[src/sv/assert_macros.svh]
// ----------------------------------------------------------------------------
// assert_macros.svh
// shared assertion macros for the swipe classifier rtl
// ----------------------------------------------------------------------------
`ifndef ASSERT_MACROS_SVH
`define ASSERT_MACROS_SVH

// property must hold at every clock edge out of reset
`define SWDL_ASSERT(lbl, clk, rst_n, prop, msg) \
    lbl: assert property (@(posedge clk) disable iff (!rst_n) (prop)) else $error(msg);

// expression must never be true out of reset
`define SWDL_NEVER(lbl, clk, rst_n, expr, msg) \
    lbl: assert property (@(posedge clk) disable iff (!rst_n) !(expr)) else $error(msg);

`endif

[src/sv/swdl_pkg.sv]
// ----------------------------------------------------------------------------
// swdl_pkg
// types, codes and constants of the swipe direction and length classifier
// ----------------------------------------------------------------------------
package swdl_pkg;

    localparam int CFG_IDX_W = 2;

    localparam logic [CFG_IDX_W-1:0] REG_MIN_LENGTH    = 2'd0;
    localparam logic [CFG_IDX_W-1:0] REG_SCREEN_WIDTH  = 2'd1;
    localparam logic [CFG_IDX_W-1:0] REG_SCREEN_HEIGHT = 2'd2;

    localparam logic [15:0] RST_MIN_LENGTH    = 16'd0;
    localparam logic [15:0] RST_SCREEN_WIDTH  = 16'd1920;
    localparam logic [15:0] RST_SCREEN_HEIGHT = 16'd1080;

    // direction codes
    localparam logic [3:0] DIR_NONE       = 4'd0;
    localparam logic [3:0] DIR_UP         = 4'd1;
    localparam logic [3:0] DIR_UP_RIGHT   = 4'd2;
    localparam logic [3:0] DIR_RIGHT      = 4'd3;
    localparam logic [3:0] DIR_DOWN_RIGHT = 4'd4;
    localparam logic [3:0] DIR_DOWN       = 4'd5;
    localparam logic [3:0] DIR_DOWN_LEFT  = 4'd6;
    localparam logic [3:0] DIR_LEFT       = 4'd7;
    localparam logic [3:0] DIR_UP_LEFT    = 4'd8;

    // length class codes
    localparam logic [1:0] LEN_ANY   = 2'd0;
    localparam logic [1:0] LEN_SHORT = 2'd1;
    localparam logic [1:0] LEN_LONG  = 2'd2;
    localparam logic [1:0] LEN_FAR   = 2'd3;

    // reference length selection
    localparam int NUM_REFS = 3;
    localparam logic [1:0] REF_VERT = 2'd0;
    localparam logic [1:0] REF_HORZ = 2'd1;
    localparam logic [1:0] REF_DIAG = 2'd2;

    // tangent scale 10^7 and q16 length factors
    localparam logic [23:0] TAN_SCALE = 24'd10000000;
    localparam longint unsigned FAR_Q16  = 43254;
    localparam longint unsigned LONG_Q16 = 21627;
    localparam logic [30:0] FAR_SQ  = 31'(FAR_Q16 * FAR_Q16);
    localparam logic [30:0] LONG_SQ = 31'(LONG_Q16 * LONG_Q16);

    localparam int D2_W = 33;

    // fifo depth between front and back, a power of two
    localparam int Q_DEPTH = 4;

    typedef struct packed {
        logic [15:0] start_x;
        logic [15:0] start_y;
        logic [15:0] end_x;
        logic [15:0] end_y;
    } t_swipe_in;

    typedef struct packed {
        logic [3:0] direction;
        logic [1:0] length_class;
    } t_swipe_out;

    typedef struct packed {
        logic [3:0]      dir;
        logic [D2_W-1:0] d2;
    } t_q_entry;

    // thresholds derived from the configuration
    typedef struct packed {
        logic                           settling;
        logic [31:0]                    min_len_sq;
        logic [NUM_REFS-1:0][D2_W-1:0]  need_far;
        logic [NUM_REFS-1:0][D2_W-1:0]  need_long;
    } t_lim_bus;

    // round(tan(deg) * 10^7), window clamped to 0..22 degrees
    function automatic logic [23:0] tan_q7(input int deg);
        int d;
        logic [23:0] t;
        d = deg;
        if (d < 0) d = 0;
        if (d > 22) d = 22;
        case (d)
            1:       t = 24'd174551;
            2:       t = 24'd349208;
            3:       t = 24'd524078;
            4:       t = 24'd699268;
            5:       t = 24'd874887;
            6:       t = 24'd1051042;
            7:       t = 24'd1227846;
            8:       t = 24'd1405408;
            9:       t = 24'd1583844;
            10:      t = 24'd1763270;
            11:      t = 24'd1943803;
            12:      t = 24'd2125566;
            13:      t = 24'd2308682;
            14:      t = 24'd2493280;
            15:      t = 24'd2679492;
            16:      t = 24'd2867454;
            17:      t = 24'd3057307;
            18:      t = 24'd3249197;
            19:      t = 24'd3443276;
            20:      t = 24'd3639702;
            21:      t = 24'd3838640;
            22:      t = 24'd4040262;
            default: t = 24'd0;
        endcase
        return t;
    endfunction

endpackage

[src/sv/swdl_queue.sv]
// ----------------------------------------------------------------------------
// swdl_queue
// short fifo between the classifying front and the length back end
// ----------------------------------------------------------------------------
`include "assert_macros.svh"

module swdl_queue (
    input  logic                                     i_clk,
    input  logic                                     i_rst_n,
    input  logic                                     i_push,
    input  swdl_pkg::t_q_entry                       i_entry,
    output logic                                     o_valid,
    output swdl_pkg::t_q_entry                       o_entry,
    output logic [$clog2(swdl_pkg::Q_DEPTH+1)-1:0]   o_count
);
    import swdl_pkg::*;

    localparam int AW = $clog2(Q_DEPTH);
    localparam int CW = $clog2(Q_DEPTH + 1);

    t_q_entry      r_mem [Q_DEPTH];
    logic [AW-1:0] r_wr_ptr;
    logic [AW-1:0] r_rd_ptr;
    logic [CW-1:0] r_count;
    logic          r_valid;
    t_q_entry      r_entry;
    logic          pop;

    // the back end never stalls: drain whenever there is a word
    assign pop = (r_count != CW'(0));

    always_ff @(posedge i_clk) begin
        if (!i_rst_n) begin
            r_wr_ptr <= '0;
            r_rd_ptr <= '0;
            r_count  <= '0;
            r_valid  <= 1'b0;
        end else begin
            if (i_push) r_wr_ptr <= r_wr_ptr + AW'(1);
            if (pop)    r_rd_ptr <= r_rd_ptr + AW'(1);
            r_count <= r_count + CW'(i_push) - CW'(pop);
            r_valid <= pop;
        end
    end

    always_ff @(posedge i_clk) begin
        if (i_push) r_mem[r_wr_ptr] <= i_entry;
        if (pop)    r_entry <= r_mem[r_rd_ptr];
    end

    assign o_valid = r_valid;
    assign o_entry = r_entry;
    assign o_count = r_count;

    `SWDL_NEVER(a_queue_overflow, i_clk, i_rst_n, i_push && !pop && (r_count == CW'(Q_DEPTH)), "push into full queue")
    `SWDL_ASSERT(a_queue_read_had_word, i_clk, i_rst_n, r_valid |-> $past(r_count) != CW'(0), "queue read without a stored word")

endmodule

[config.mk]
export PLATFORM = sky130hd
export DESIGN_NAME = swdl_queue
export DESIGN_NICKNAME = d
export VERILOG_FILES = /design/src/sv/swdl_pkg.sv /design/src/sv/swdl_queue.sv
export VERILOG_INCLUDE_DIRS = /design/src /design/src/sv
export SDC_FILE = /design/constraint.sdc
export NUM_CORES = 1
export LEC_CHECK = 0
export BUFFER_PORTS_ARGS = -buffer_cell sky130_fd_sc_hd__buf_2
export CAP_MARGIN = 0
export CORE_UTILIZATION = 61
export CTS_CLUSTER_SIZE = 40
export DETAILED_ROUTE_END_ITERATION = 16
export PLACE_DENSITY = 0.88
export SLEW_MARGIN = 0
export SYNTH_ARGS = -nofsm -noshare
export SYNTH_HDL_FRONTEND = slang
export SYNTH_SLANG_ARGS = --single-unit
[constraint.sdc]
create_clock -name i_clk -period 3.9 [get_ports i_clk]
set_input_delay 0.585 -clock i_clk [delete_from_list [all_inputs] [get_ports i_clk]]
set_output_delay 0.585 -clock i_clk [all_outputs]
set_load 0.01 [all_outputs]
==> reports/results.ini <==
[logic_synthesis]
syn_area_um2=6870
yosys_register_bits=193
synth_fp_nets=318
async_flop_share_pct=0
synthTopCellsByCount=edfxtp_1 (185), mux4_2 (37), and2_1 (9)
synth_ff_type=edfxtp_1
synth_edf_count=185
synth.top_cell.area_share_pct=80.8
syn_inst=271
ys_warn_count=0
yosys.cell_count.top_type=edfxtp_1
yosysUniqueCellTypes=21
yosys-top-cells-area=edfxtp_1 (81%), mux4_2 (12%), dfxtp_1 (2.3%)
yosysTopAreaCell=edfxtp_1
ys_seq_area_share_pct=83.1
syn_area_per_cell_um2=25.4

[cts]
ctsResizeCount=0
clock_latency_ns=0.53
numCtsBuffers=17
clockRootBuffer=clkbuf_8
clockBufferDepth=2
post-cts-setup-buffer-count=0
path_clk_slew_ns=0.07
h-tree-depth=4
clock-sinks=193
cts_tree=built
cts_hold_buffers=0

[timing]
setup_slack_ns=1.06
worst_slew_pin_slew_ns=1.05
layout_min_cycle_time_ns=2.84
hold_violations=0
tns_ns=0
maxSlewViolCount=0
slew_headroom_pct=30.1
min_period_over_period_pct=72.8
clock.fmax_mhz=352
rsz0062_at_grt=false
finClkSkew_ns=0.0118
setup_viol=0

[die]
coreArea_um2=10900
io_pins=81
chipHeight_um=108
chipWidth_um=108
row_count=38
die-area_um2=11700
initial_utilization_pct=63.1

[critical_path]
r2r_end=o_count[2]
crit_fanout=39
required_ns=4.32
ff2ff_path_depth=7
critPathKind=reg -> reg
r2r-start=o_count[1]
crit_arrival_ns=3.26
end_kind=register
cp-start-kind=register
crit_start=o_count[1]
r2r_setup_slack_ns=1.06

[routing]
routed_wirelength_mm=11.9
num_vias=2978
drtIter0Drc=136
drcViolationCount=0
antenna_left=0
firstDrtPassIters=4
routed_via_density=5.78
wire_per_inst_um=23.0

[run]
cap_violations=0

[worst_hold_path]
worstHoldPathType=in -> reg
whs_path_depth=1
min_to=r_mem[3][36]
worstHoldStart=i_entry[36]

[global_route]
grt_pass1_vias=3200
grt_remaining_overflow=0
antenna_found_initial=0
grt_max_degree=40
groute.usage.overall_pct=22.3
grt_pass1_wl_mm=17.7

[cells_and_area]
area_delta_synth_final_pct=16.4
final_core_util_pct=73.5
n_antenna_cell=0
finalNetCount=410
final_area_um2=8000
drive_gt1_share_pct=40.3

[place]
gp_congestion=0.661
place_ws_ns=1.06
port_buffers=80
dp_hpwl_mm=6.33
place_area_um2=7410

[status]
status=finished, final reports clean

[power_and_ir_drop]
p_leak_nw=2.75
total_power_mw=5.75
powerDensity_nw_per_um2=719
vdd_drop_max_mv=0.512

## kinds of logic after synthesis
| logic type | count (synthesis) | share of synthesized area [%] |
|---|---|---|
| AOI/OAI and AO/OA | 1 | 0.127 |
| xor gates and xnor gates | 2 | 0.455 |
| adders and majority gates | 7 | 1.38 |
| buffers and inverters | 14 | 1.13 |
| DFF | 193 | 83.1 |
| muxes | 39 | 12.4 |
| and+or+nand+nor | 15 | 1.35 |
## cell type report
type	count	area, µm²
clock buffer	19	422
multi-input combinational	64	1090
tap	140	175
clock inverter	12	166
fill	574	2890
inverter	6	22.5
timing repair buffer	81	408
sequential	193	5720
## flip-flops by register name, summed over array words and instances (netlist names)
| register | flops |
|---|---|
| o_count | 3 |
| o_entry | 37 |
| r_mem | 148 |
| r_wr_ptr | 2 |
| r_rd_ptr | 2 |
| o_valid | 1 |
## worst max-delay path: stages (launching register included)
cell     delay, ns
dfxtp_1       0.36
or3_2         0.94
ha_1          0.47
inv_1         0.04
ha_1          0.18
fa_1          0.37
xnor3_1       0.19
and2_1        0.17
## layer usage
layer / track usage, % / part of all wire, % / vias to the layer above
li1: - / - / 1321
met1: 27.6 / 41 / 1543
met5: 0 / 0 / -
met3: 6.63 / 5.6 / 14
met2: 36.7 / 52 / 100
met4: 9.78 / 1.7 / 0
## report_power, final
part / total, mW / switching, mW / internal, mW / leakage (nW)
Combinational: 1.08 / 0.533 / 0.545 / 0.670
Clock: 1.73 / 0.699 / 1.03 / 0.284
Sequential: 2.94 / 0.230 / 2.71 / 1.79
Total: 5.75 / 1.46 / 4.29 / 2.75
## how the worst max path moves through the flow
| stage | cells after the start | end | slack [ns] |
|---|---|---|---|
| floorplan | 7 | o_count[2] | 1.20 |
| global placement | 7 | o_count[2] | 1.15 |
| detailed placement | 7 | o_count[2] | 1.06 |
| CTS | 7 | o_count[2] | 1.03 |
| global route | 7 | o_count[2] | 0.97 |
| finish | 7 | o_count[2] | 1.06 |
## cell usage in the layout, fill, tap and decap left out, types with 3 or more instances in the layout
master and n:
ha_1 6, buf_2 80, and2_2 4, inv_1 6, dfxtp_1 6, mux4_2 37
clkbuf_16 16, and2_1 5, clkinv_1 3, edfxtp_1 185, bufinv_16 4
## through the flow
stage | hold WS [ns] | cells
2_1_floorplan | 0.528 | 271
3_3_place_gp | 0.543 | 484
3_5_place_dp | 0.582 | 484
4_1_cts | 0.238 | 515
5_1_grt | 0.242 | 515
6_report | 0.269 | 515
No activity file was read; power rests on OpenSTA's default activity.
