## src/sv/assert_macros.svh

```systemverilog
// ----------------------------------------------------------------------------
// assert_macros.svh
// shared assertion macros for the swipe classifier rtl
// ----------------------------------------------------------------------------
`ifndef ASSERT_MACROS_SVH
`define ASSERT_MACROS_SVH

// property must hold at every clock edge out of reset
`define SWDL_ASSERT(lbl, clk, rst_n, prop, msg) \
    lbl: assert property (@(posedge clk) disable iff (!rst_n) (prop)) else $error(msg);

// expression must never be true out of reset
`define SWDL_NEVER(lbl, clk, rst_n, expr, msg) \
    lbl: assert property (@(posedge clk) disable iff (!rst_n) !(expr)) else $error(msg);

`endif

```

## src/sv/swdl_pkg.sv

```systemverilog
// ----------------------------------------------------------------------------
// swdl_pkg
// types, codes and constants of the swipe direction and length classifier
// ----------------------------------------------------------------------------
package swdl_pkg;

    localparam int CFG_IDX_W = 2;

    localparam logic [CFG_IDX_W-1:0] REG_MIN_LENGTH    = 2'd0;
    localparam logic [CFG_IDX_W-1:0] REG_SCREEN_WIDTH  = 2'd1;
    localparam logic [CFG_IDX_W-1:0] REG_SCREEN_HEIGHT = 2'd2;

    localparam logic [15:0] RST_MIN_LENGTH    = 16'd0;
    localparam logic [15:0] RST_SCREEN_WIDTH  = 16'd1920;
    localparam logic [15:0] RST_SCREEN_HEIGHT = 16'd1080;

    // direction codes
    localparam logic [3:0] DIR_NONE       = 4'd0;
    localparam logic [3:0] DIR_UP         = 4'd1;
    localparam logic [3:0] DIR_UP_RIGHT   = 4'd2;
    localparam logic [3:0] DIR_RIGHT      = 4'd3;
    localparam logic [3:0] DIR_DOWN_RIGHT = 4'd4;
    localparam logic [3:0] DIR_DOWN       = 4'd5;
    localparam logic [3:0] DIR_DOWN_LEFT  = 4'd6;
    localparam logic [3:0] DIR_LEFT       = 4'd7;
    localparam logic [3:0] DIR_UP_LEFT    = 4'd8;

    // length class codes
    localparam logic [1:0] LEN_ANY   = 2'd0;
    localparam logic [1:0] LEN_SHORT = 2'd1;
    localparam logic [1:0] LEN_LONG  = 2'd2;
    localparam logic [1:0] LEN_FAR   = 2'd3;

    // reference length selection
    localparam int NUM_REFS = 3;
    localparam logic [1:0] REF_VERT = 2'd0;
    localparam logic [1:0] REF_HORZ = 2'd1;
    localparam logic [1:0] REF_DIAG = 2'd2;

    // tangent scale 10^7 and q16 length factors
    localparam logic [23:0] TAN_SCALE = 24'd10000000;
    localparam longint unsigned FAR_Q16  = 43254;
    localparam longint unsigned LONG_Q16 = 21627;
    localparam logic [30:0] FAR_SQ  = 31'(FAR_Q16 * FAR_Q16);
    localparam logic [30:0] LONG_SQ = 31'(LONG_Q16 * LONG_Q16);

    localparam int D2_W = 33;

    // fifo depth between front and back, a power of two
    localparam int Q_DEPTH = 4;

    typedef struct packed {
        logic [15:0] start_x;
        logic [15:0] start_y;
        logic [15:0] end_x;
        logic [15:0] end_y;
    } t_swipe_in;

    typedef struct packed {
        logic [3:0] direction;
        logic [1:0] length_class;
    } t_swipe_out;

    typedef struct packed {
        logic [3:0]      dir;
        logic [D2_W-1:0] d2;
    } t_q_entry;

    // thresholds derived from the configuration
    typedef struct packed {
        logic                           settling;
        logic [31:0]                    min_len_sq;
        logic [NUM_REFS-1:0][D2_W-1:0]  need_far;
        logic [NUM_REFS-1:0][D2_W-1:0]  need_long;
    } t_lim_bus;

    // round(tan(deg) * 10^7), window clamped to 0..22 degrees
    function automatic logic [23:0] tan_q7(input int deg);
        int d;
        logic [23:0] t;
        d = deg;
        if (d < 0) d = 0;
        if (d > 22) d = 22;
        case (d)
            1:       t = 24'd174551;
            2:       t = 24'd349208;
            3:       t = 24'd524078;
            4:       t = 24'd699268;
            5:       t = 24'd874887;
            6:       t = 24'd1051042;
            7:       t = 24'd1227846;
            8:       t = 24'd1405408;
            9:       t = 24'd1583844;
            10:      t = 24'd1763270;
            11:      t = 24'd1943803;
            12:      t = 24'd2125566;
            13:      t = 24'd2308682;
            14:      t = 24'd2493280;
            15:      t = 24'd2679492;
            16:      t = 24'd2867454;
            17:      t = 24'd3057307;
            18:      t = 24'd3249197;
            19:      t = 24'd3443276;
            20:      t = 24'd3639702;
            21:      t = 24'd3838640;
            22:      t = 24'd4040262;
            default: t = 24'd0;
        endcase
        return t;
    endfunction

endpackage

```

## src/sv/swdl_back.sv

```systemverilog
// ----------------------------------------------------------------------------
// swdl_back
// length classing against the screen thresholds and the result register
// ----------------------------------------------------------------------------
`include "assert_macros.svh"

module swdl_back (
    input  logic                 i_clk,
    input  logic                 i_rst_n,
    input  logic                 i_valid,
    input  swdl_pkg::t_q_entry   i_entry,
    input  swdl_pkg::t_lim_bus   i_lim,
    output logic                 o_valid,
    output swdl_pkg::t_swipe_out o_res
);
    import swdl_pkg::*;

    logic       r_valid;
    t_swipe_out r_res;
    logic [1:0] ref_sel;
    logic       has_dir;
    logic [1:0] cls;

    always_comb begin
        has_dir = 1'b1;
        ref_sel = REF_DIAG;
        case (i_entry.dir) inside
            DIR_UP, DIR_DOWN:    ref_sel = REF_VERT;
            DIR_LEFT, DIR_RIGHT: ref_sel = REF_HORZ;
            DIR_NONE:            has_dir = 1'b0;
            default:             ref_sel = REF_DIAG;
        endcase
    end

    always_comb begin
        if (!has_dir)
            cls = LEN_ANY;
        else if (i_entry.d2 >= i_lim.need_far[ref_sel])
            cls = LEN_FAR;
        else if (i_entry.d2 >= i_lim.need_long[ref_sel])
            cls = LEN_LONG;
        else
            cls = LEN_SHORT;
    end

    always_ff @(posedge i_clk) begin
        if (!i_rst_n) begin
            r_valid <= 1'b0;
        end else begin
            r_valid <= i_valid;
        end
    end

    always_ff @(posedge i_clk) begin
        r_res.direction    <= i_entry.dir;
        r_res.length_class <= cls;
    end

    assign o_valid = r_valid;
    assign o_res   = r_res;

    `SWDL_ASSERT(a_back_any_iff_none, i_clk, i_rst_n, r_valid |-> ((r_res.direction == DIR_NONE) == (r_res.length_class == LEN_ANY)), "length class and direction disagree")

endmodule

```

## config.mk

```make
export PLATFORM = sky130hd
export DESIGN_NAME = swdl_back
export DESIGN_NICKNAME = d
export VERILOG_FILES = /design/src/sv/swdl_pkg.sv /design/src/sv/swdl_back.sv
export VERILOG_INCLUDE_DIRS = /design/src /design/src/sv
export SDC_FILE = /design/constraint.sdc
export NUM_CORES = 1
export LEC_CHECK = 0
export BUFFER_PORTS_ARGS = -buffer_cell sky130_fd_sc_hd__buf_2
export CORE_AREA = 2 2 108 110
export DETAILED_ROUTE_END_ITERATION = 8
export DIE_AREA = 0 0 110 112
export GPL_ROUTABILITY_DRIVEN = 0
export SLEW_MARGIN = 20
export SYNTH_ARGS = -nofsm -noshare
export SYNTH_HDL_FRONTEND = slang
export SYNTH_SLANG_ARGS = --single-unit
```

## constraint.sdc

```tcl
create_clock -name i_clk -period 5.4 [get_ports i_clk]
set_input_delay 0.27 -clock i_clk [delete_from_list [all_inputs] [get_ports i_clk]]
set_output_delay 0.27 -clock i_clk [all_outputs]
set_load 0.01 [all_outputs]
```

==> impl_metrics.env, run 1 <==
export IMPL_synthCells=404
export IMPL_hpwl_mm=9.45
export IMPL_grt_max_degree=69
export IMPL_setup_tns_ps=0
export IMPL_status="complete, no violations"
export IMPL_path_common_cell="a21oi_1"
export IMPL_setup_viol=0
export IMPL_grt_antenna_before_repair=1
export IMPL_place_inst=770
export IMPL_min_period_over_period_pct=57.6
export IMPL_dr_pass1_iters=4
export IMPL_syn2layout_area_growth_pct=48.3
export IMPL_multi_input_area_mm2=0.00269
export IMPL_hold_path_class="in -> reg"
export IMPL_die_w_um=110
export IMPL_drtIter0Drc=84
export IMPL_wl_per_cell_um=13.5
export IMPL_drv_slew=0
export IMPL_path_buf_inv=2
export IMPL_crit_chain="buf_4, buf_4, mux2i_1, nor2_1, a21oi_1, ha_1, a21oi_1, o21ai_0, a221oi_1, o211ai_1, a21oi_1, a21oi_1"
export IMPL_worst_path_max_delay_cell="buf_4"
export IMPL_crit_family="compound AO/OA/AOI/OAI gates"
export IMPL_cts_hold_buf=0
export IMPL_final_cell_mix="243 x buf_2, 95 x a21oi_1, 67 x nor2_1, 66 x mux2i_1, 66 x ha_1"
export IMPL_ys_types=28
export IMPL_cts_max_level=1
export IMPL_finalHoldViolations=0
export IMPL_layout_min_cycle_time_ps=3110
export IMPL_cts_buffer_depth=2
export IMPL_worst_setup_path_type="in -> reg"
export IMPL_grt_pass1_vias=3601
export IMPL_slew_limit_headroom_pct=55.4
export IMPL_register_area_um2=140
export IMPL_cts_tree="yes"
export IMPL_cp_end_kind="register"
export IMPL_whs_ps=162
export IMPL_n_fill_cell=1182
export IMPL_hold_depth=1
export IMPL_wirelength_mm=10.4
export IMPL_synth_fp_nets=741
export IMPL_final_nets=969
export IMPL_worst_pin_slew_ps=669
export IMPL_p_leak_nw=2.39
export IMPL_die_area_mm2=0.0123
export IMPL_start_kind="input pin"
export IMPL_drv_cap=0
export IMPL_final_common_cell="buf_2"
export IMPL_synth_seq_area_share_pct=4.78
export IMPL_grt_overflow=0
export IMPL_clkSinkCount=7
export IMPL_ys_ff_latch=7
export IMPL_worstPathRequired_ps=5480
export IMPL_vdd_drop_max_mv=0.0649
export IMPL_drive_above_1_share_pct=40.4
export IMPL_cts_root_buffer="clkbuf_16"
export IMPL_syn_area_per_cell_um2=7.26
export IMPL_power_density_mw_per_mm2=119
export IMPL_final_area_mm2=0.00435
export IMPL_rows=39
export IMPL_netlist_area_mm2=0.00293
export IMPL_cts_buffers=3
export IMPL_die_h_um=112
export IMPL_grt_usage_pct=16.0
export IMPL_arrival_ps=3200
export IMPL_fmax_ghz=0.321
export IMPL_min_from="i_entry[35]"
export IMPL_vias=3668
export IMPL_remaining_drc_errors=0
export IMPL_io_pins=278
export IMPL_grt_pass1_wl_mm=15.9
export IMPL_via_per_inst=4.73
export IMPL_ys_warn_count=0
export IMPL_initial_core_util_pct=26.2
export IMPL_holdPathEnd="o_res[4]"
export IMPL_place_area_mm2=0.00427
export IMPL_cts_resized=0
export IMPL_cpPeakStageDelay_ps=520
export IMPL_portBuffers=244
export IMPL_crit_fanout=42
export IMPL_ant_nets=0
export IMPL_cts_setup_buffers=0
export IMPL_core_mm2=0.0112
export IMPL_instances_no_fill=775
export IMPL_path_clk_slew_ps=40
export IMPL_rsz0062_at_grt="false"
==> registers in the layout (all words and copies together), names as in the netlist <==
name,flops
o_valid,1
o_res,6
==> per-layer routing <==
metal / vias up / GRT usage [%] / wire length, um
met1: 1547 / 17.4 / 3970
li1: 1966 / - / -
met2: 149 / 32.4 / 5510
met4: 0 / 2.28 / 76
met3: 6 / 1.99 / 882
met5: - / 0 / 0
==> cell usage after synthesis <==
cell / n / share of area [%]
and4_1: 5 / 1.5
nand3_1: 6 / 1.0
ha_1: 66 / 28
buf_4: 1 / 0.26
buf_1: 2 / 0.26
a21oi_2: 2 / 0.60
o2111ai_1: 1 / 0.30
nor4_1: 2 / 0.43
mux2i_1: 66 / 23
nor2_1: 67 / 8.6
nand2b_1: 3 / 0.64
a41o_1: 1 / 0.34
a211o_1: 1 / 0.30
o211ai_1: 3 / 0.77
nand4_1: 10 / 2.1
a21o_1: 1 / 0.26
nand2_1: 22 / 2.8
a211oi_1: 3 / 0.77
o21ai_0: 11 / 1.9
and2_1: 1 / 0.21
nor4_2: 2 / 0.85
a221oi_1: 2 / 0.60
inv_1: 3 / 0.38
a21oi_1: 95 / 16
a221oi_2: 1 / 0.51
buf_2: 9 / 1.5
clkbuf_1: 11 / 1.4
dfxtp_1: 7 / 4.8
==> metrics by stage <==
stage	setup WS, ps	util (%)	power (W)
after global placement	2090	38.2	0.000388
after CTS	2260	38.9	0.000527
final	2290	38.9	0.000517
after detailed placement	2010	38.2	0.000399
after global routing	1940	38.9	0.000574
after floorplan	2870	-	0.000253
==> cell type report <==
cell class / instances / share of cell area (%)
Multi-Input combinational cell: 371 / 61.8
Inverter: 3 / 0.259
Tap cell: 143 / 4.11
Clock buffer: 4 / 1.81
Sequential cell: 7 / 3.22
Antenna cell: 1 / 0.0575
Timing Repair Buffer: 246 / 28.8
==> cell families after synthesis <==
logic type | Yosys count | synth area share (%)
compound gates | 121 | 22.5
buf+inv | 26 | 3.84
fa+ha+maj | 66 | 28.2
simple gates | 118 | 18.2
flops | 7 | 4.78
mux | 66 | 22.5
==> worst max path at each step <==
stage	startpoint	endpoint	slack (ps)	cells past startpoint
6_report	i_entry[34]	o_res[1]	2290	12
5_1_grt	i_entry[34]	o_res[0]	1940	12
4_1_cts	i_entry[34]	o_res[0]	2260	12
3_5_place_dp	i_entry[34]	o_res[0]	2010	12
3_3_place_gp	i_entry[34]	o_res[0]	2090	12
2_1_floorplan	i_entry[34]	o_res[1]	2870	13
==> power breakdown <==
group           total, W  switching, W  leakage [nW]  internal, W
Combinational   0.000335      0.000167          2.29     0.000168
Sequential     0.0000580    0.00000106        0.0589    0.0000569
Clock           0.000124     0.0000264        0.0382    0.0000981
Total           0.000517      0.000195          2.39     0.000323
(Power assumes the default switching activity.)
==> run 2, diff against run 1 <==
- ABC_AREA: default -> 1
- clock period: 5.4 -> 3.2 ns (I/O delays scaled with it)
==> run 2 against run 1 <==
Via count up 19%; sequential power up 68%; synthesized area rose by 10%; first-iteration DRC count up 110%; die area unchanged; sequential share of layout area decreased by 0.22 points; setup slack got worse by 1300 ps; clock-buffer cell count unchanged; largest power group unchanged; final cell count up 23%; combinational power rose by 76%; routed wire length grew 12%; critical path type unchanged.
==> impl_metrics.env, run 2 <==
export IMPL_status="complete, no violations"
export IMPL_worst_path_max_delay_cell="buf_4"
export IMPL_hold_path_class="in -> reg"
export IMPL_path_clk_slew_ps=40
export IMPL_synth_top_area_cell="ha_1"
export IMPL_synthTopCellsByArea="ha_1 26%, nand2_1 25%, nand3_1 12%"
export IMPL_start_kind="input pin"
export IMPL_cts_tree="yes"
export IMPL_grt_antenna_before_repair=2
export IMPL_grt_max_degree=82
export IMPL_crit_chain="buf_2, inv_1, nor2_4, buf_4, buf_4, nand3_1, o21ai_0, ha_1, a21oi_1, o21ai_0, a21oi_1, nand2_1, nand2_1, nand2_1, nor2_1, nor2_1"
export IMPL_grt_pass1_vias=4099
export IMPL_worst_pin_slew_ps=485
export IMPL_cts_max_level=1
export IMPL_io_pins=278
export IMPL_portBuffers=244
export IMPL_ys_types=23
export IMPL_path_common_cell="nand2_1"
export IMPL_cpPeakStageDelay_ps=330
export IMPL_power_density_mw_per_mm2=193
export IMPL_wl_per_cell_um=12.3
export IMPL_drv_slew=0
export IMPL_final_nets=1148
export IMPL_synth_seq_area_share_pct=4.34
export IMPL_layout_min_cycle_time_ps=2190
export IMPL_hpwl_mm=10.0
export IMPL_ys_warn_count=0
export IMPL_synth_fp_nets=921
export IMPL_syn_area_per_cell_um2=5.53
export IMPL_wirelength_mm=11.7
export IMPL_synthCells=584
export IMPL_setup_viol=0
export IMPL_min_period_over_period_pct=68.3
export IMPL_place_inst=949
export IMPL_remaining_drc_errors=0
export IMPL_instances_no_fill=955
export IMPL_core_mm2=0.0112
export IMPL_initial_core_util_pct=28.9
export IMPL_ant_nets=0
export IMPL_grt_overflow=0
export IMPL_cts_setup_buffers=0
export IMPL_ys_ff_latch=7
export IMPL_grt_pass1_wl_mm=18.3
export IMPL_drive_above_1_share_pct=33.0
export IMPL_via_per_inst=4.57
export IMPL_final_cell_mix="244 x buf_2, 219 x nand2_1, 75 x nand3_1, 66 x ha_1, 65 x o21ai_0"
export IMPL_finalHoldViolations=0
export IMPL_path_buf_inv=4
export IMPL_die_area_mm2=0.0123
export IMPL_arrival_ps=2290
export IMPL_cts_resized=0
export IMPL_clkSinkCount=7
export IMPL_async_flop_share_pct=0
export IMPL_syn2layout_area_growth_pct=44.7
export IMPL_rsz0062_at_grt="false"
export IMPL_rows=39
export IMPL_p_leak_nw=2.62
export IMPL_worst_setup_path_type="in -> reg"
export IMPL_setup_tns_ps=0
export IMPL_cts_hold_buf=0
export IMPL_die_h_um=112
export IMPL_vdd_drop_max_mv=0.176
export IMPL_cp_end_kind="register"
export IMPL_grt_usage_pct=18.3
export IMPL_cts_buffers=3
export IMPL_yosys_most_used_dff="dfxtp_1"
export IMPL_synth_edff_count=0
export IMPL_crit_fanout=36
export IMPL_drv_cap=0
export IMPL_yosys_cell_count_top_type="nand2_1"
export IMPL_cts_buffer_depth=2
export IMPL_synth_top_cell_area_share_pct=25.6
export IMPL_netlist_area_mm2=0.00323
export IMPL_crit_family="buffers and inverters"
export IMPL_final_common_cell="buf_2"
export IMPL_vias=4363
export IMPL_slew_limit_headroom_pct=67.3
export IMPL_worstPathRequired_ps=3300
export IMPL_largest_reg_flops=6
export IMPL_cts_root_buffer="clkbuf_16"
export IMPL_ys_top_cells_by_count="219 x nand2_1, 75 x nand3_1, 66 x ha_1"
export IMPL_drtIter0Drc=180
export IMPL_die_w_um=110
export IMPL_fmax_ghz=0.457
export IMPL_dr_pass1_iters=4
==> run 2: final timing paths <==
kind	start	endpoint	slack, ps	cells after the start
worst max-delay path	i_entry[33]	o_res[1]	1010	16
worst min-delay path	i_entry[35]	o_res[4]	40	1
==> run 2: kinds of logic (layout without fill, tap and decap cells) <==
kind of cell,Yosys count,after routing,share of synthesized area (%)
simple gates,345,345,44.9
flops,7,7,4.34
other cells,0,2,0
fa+ha+maj,66,66,25.6
compound gates,104,104,16.7
buf+inv,62,288,8.45
==> run 2: metrics by stage <==
step | setup slack [ps] | hold WS, ps | cell area [um^2] | power, W | utilization [%]
final | 1010 | 44.0 | 4670 | 0.000901 | 41.8
after global routing | 681 | 42.6 | 4670 | 0.00102 | 41.8
after CTS | 992 | 42.4 | 4660 | 0.000918 | 41.7
after detailed placement | 762 | 280 | 4590 | 0.000697 | 41.0
after global placement | 767 | 281 | 4590 | 0.000693 | 41.0
after floorplan | 1220 | 188 | 3230 | 0.000447 | -
==> run 2: metal layers <==
metal	wire length, um	vias up	track usage (%)
met4	293	0	4.81
met1	4950	1802	21.2
met2	5610	146	34.2
met5	0	-	0
met3	891	14	2.69
li1	-	2401	-
==> run 2: report_power, final <==
group / total [W] / switching (W) / leakage (nW) / internal [W]
registers: 0.0000977 / 0.00000158 / 0.0589 / 0.0000961
logic: 0.000588 / 0.000317 / 2.52 / 0.000271
clock network: 0.000216 / 0.0000495 / 0.0382 / 0.000166
==> run 2: layout make-up <==
type,instances,area (um^2)
well taps,143,179
repair buffers,251,1320
diodes,2,5.00
fillers,1315,6500
clock buffers,4,78.8
multi-input cells,515,2820
flip-flops and latches,7,140
inverters,33,124
==> run 3, diff against run 2 <==
- CORE_AREA: 2 2 108 110 -> 2 2 107 109
- DIE_AREA: 0 0 110 112 -> 0 0 109 111
- PLACE_DENSITY: default -> 0.67
- clock period: 3.2 -> 2 ns (I/O delays scaled with it)
==> run 3 against run 2 <==
Design area grew 6.5%; first-iteration DRC count fell by 17%; clock-buffer cell count unchanged; clock power up 56%; hold slack gained 6.6 ps; critical path type unchanged; largest cell class unchanged; power up 71%; core utilization is 3.1 points higher.
==> impl_metrics.env, run 3 (synthesis results as in run 2) <==
export IMPL_arrival_ps=2020
export IMPL_grt_max_degree=28
export IMPL_worst_path_max_delay_cell="o21ai_0"
export IMPL_ant_nets=0
export IMPL_cts_root_buffer="clkbuf_16"
export IMPL_portBuffers=244
export IMPL_fmax_ghz=0.520
export IMPL_drtIter0Drc=149
export IMPL_remaining_drc_errors=0
export IMPL_use_met1_pct=22.1
export IMPL_wl_per_cell_um=12.4
export IMPL_setup_viol=0
export IMPL_cpPeakStageDelay_ps=340
export IMPL_syn2layout_area_growth_pct=54.1
export IMPL_p_leak_nw=2.80
export IMPL_setup_tns_ps=0
export IMPL_cts_tree="yes"
export IMPL_slew_limit_headroom_pct=72.5
export IMPL_instances_no_fill=990
export IMPL_clkSinkCount=7
export IMPL_n_fill_cell=1251
export IMPL_crit_fanout=12
export IMPL_dr_pass1_iters=4
export IMPL_grt_pass1_wl_mm=19.0
export IMPL_grt_usage_pct=19.3
export IMPL_status="complete, no violations"
export IMPL_io_pins=278
export IMPL_die_area_mm2=0.0121
export IMPL_via_per_inst=4.60
export IMPL_grt_overflow=0
export IMPL_path_buf_inv=4
export IMPL_dp_slack_ps=-246
export IMPL_cts_buffer_depth=2
export IMPL_cts_buffers=3
export IMPL_rows=39
export IMPL_path_clk_slew_ps=40
export IMPL_hold_path_class="in -> reg"
export IMPL_final_nets=1184
export IMPL_multi_input_area_mm2=0.00282
export IMPL_hpwl_mm=11.0
export IMPL_min_period_over_period_pct=96.1
export IMPL_worst_pin_slew_ps=409
export IMPL_worstPathRequired_ps=2100
export IMPL_largest_reg_flops=6
export IMPL_power_density_mw_per_mm2=310
export IMPL_holdPathEnd="o_valid"
export IMPL_setup_slack_ps=78.1
export IMPL_start_kind="input pin"
export IMPL_worst_setup_path_type="in -> reg"
export IMPL_initial_core_util_pct=29.1
export IMPL_use_met2_pct=37.5
export IMPL_min_from="i_valid"
export IMPL_finalHoldViolations=0
export IMPL_path_common_cell="nand2_1"
export IMPL_core_mm2=0.0111
export IMPL_crit_chain="buf_2, inv_1, nor2_4, buf_12, buf_4, o21ai_0, ha_1, nand2_1, a21oi_1, nor2_1, nand2_1, nand2_1, nand2_1, nand2_1, nand2_1, nor2_1, nor2_1"
export IMPL_rsz0062_at_grt="true"
export IMPL_register_area_um2=140
export IMPL_use_met3_pct=1.94
export IMPL_layout_min_cycle_time_ps=1920
export IMPL_wirelength_mm=12.3
export IMPL_die_w_um=109
export IMPL_grt_antenna_before_repair=1
export IMPL_hold_depth=3
export IMPL_drive_above_1_share_pct=35.8
export IMPL_place_inst=982
export IMPL_cts_max_level=1
export IMPL_vias=4553
export IMPL_crit_family="simple AND/OR/NAND/NOR gates"
export IMPL_final_common_cell="buf_2"
export IMPL_grt_pass1_vias=4295
export IMPL_grt_busiest_layer="met2"
export IMPL_drv_cap=0
export IMPL_final_cell_mix="244 x buf_2, 219 x nand2_1, 75 x nand3_1, 66 x ha_1, 63 x o21ai_0"
export IMPL_cp_end_kind="register"
export IMPL_vdd_drop_max_mv=0.248
export IMPL_die_h_um=111
export IMPL_drv_slew=0
run 3: cell count changes in the layout (fill, tap and decap cells not counted), sizes merged:
cell	delta
dlygate4sd3	+1
diode	-1
buf	+35
run 3: report_power, final:
| part | internal (W) | switching (W) |
|---|---|---|
| clock network | 0.000265 | 0.0000723 |
| logic | 0.000506 | 0.000538 |
| registers | 0.000154 | 0.00000353 |
| total | 0.000925 | 0.000614 |
run 3: cell type report:
class	count	share of cell area (%)
antenna	1	0.0503
clock buffer	4	1.59
inverter	33	2.49
multi-input combinational	515	56.8
sequential	7	2.82
tap	143	3.60
timing repair buffer	287	32.7
run 3: per-stage QoR:
step,hold WS [ps],total power [W],utilization [%],instance area (um^2)
detailed placement,222,0.00120,43.7,4850
global route,52.7,0.00171,44.9,4970
floorplan,128,0.000715,-,3230
finish,50.6,0.00154,44.9,4970
CTS,49.3,0.00155,44.6,4940
global placement,225,0.00119,43.7,4850
run 3: how the worst max path moves through the flow:
stage / from / to / slack [ps] / cells after the start
3_3_place_gp: i_entry[34] / o_res[0] / -220 / 17
6_report: i_entry[33] / o_res[1] / 80 / 17
2_1_floorplan: i_entry[34] / o_res[1] / 80 / 18
5_1_grt: i_entry[34] / o_res[1] / -130 / 18
4_1_cts: i_entry[34] / o_res[0] / 40 / 17
3_5_place_dp: i_entry[34] / o_res[0] / -250 / 17
run 3: worst min-delay path: stages:
cell and delay, ps:
buf_2 70, nand2_1 40, inv_1 40
run 3: metal layers:
| layer | routed length (um) | vias up |
|---|---|---|
| li1 | - | 2474 |
| met1 | 4980 | 1897 |
| met2 | 6190 | 166 |
| met3 | 870 | 16 |
| met4 | 212 | 0 |
| met5 | 0 | - |
run 3: timing repair:
action | 4_1_cts | 5_1_grt
pin swaps | 0 | 1
endpoints found under the hold margin | 1 | 0
resized for setup | 1 | 6
setup buffers | 0 | 2
endpoints found under the setup margin | 1 | 2
hold buffers | 1 | 0
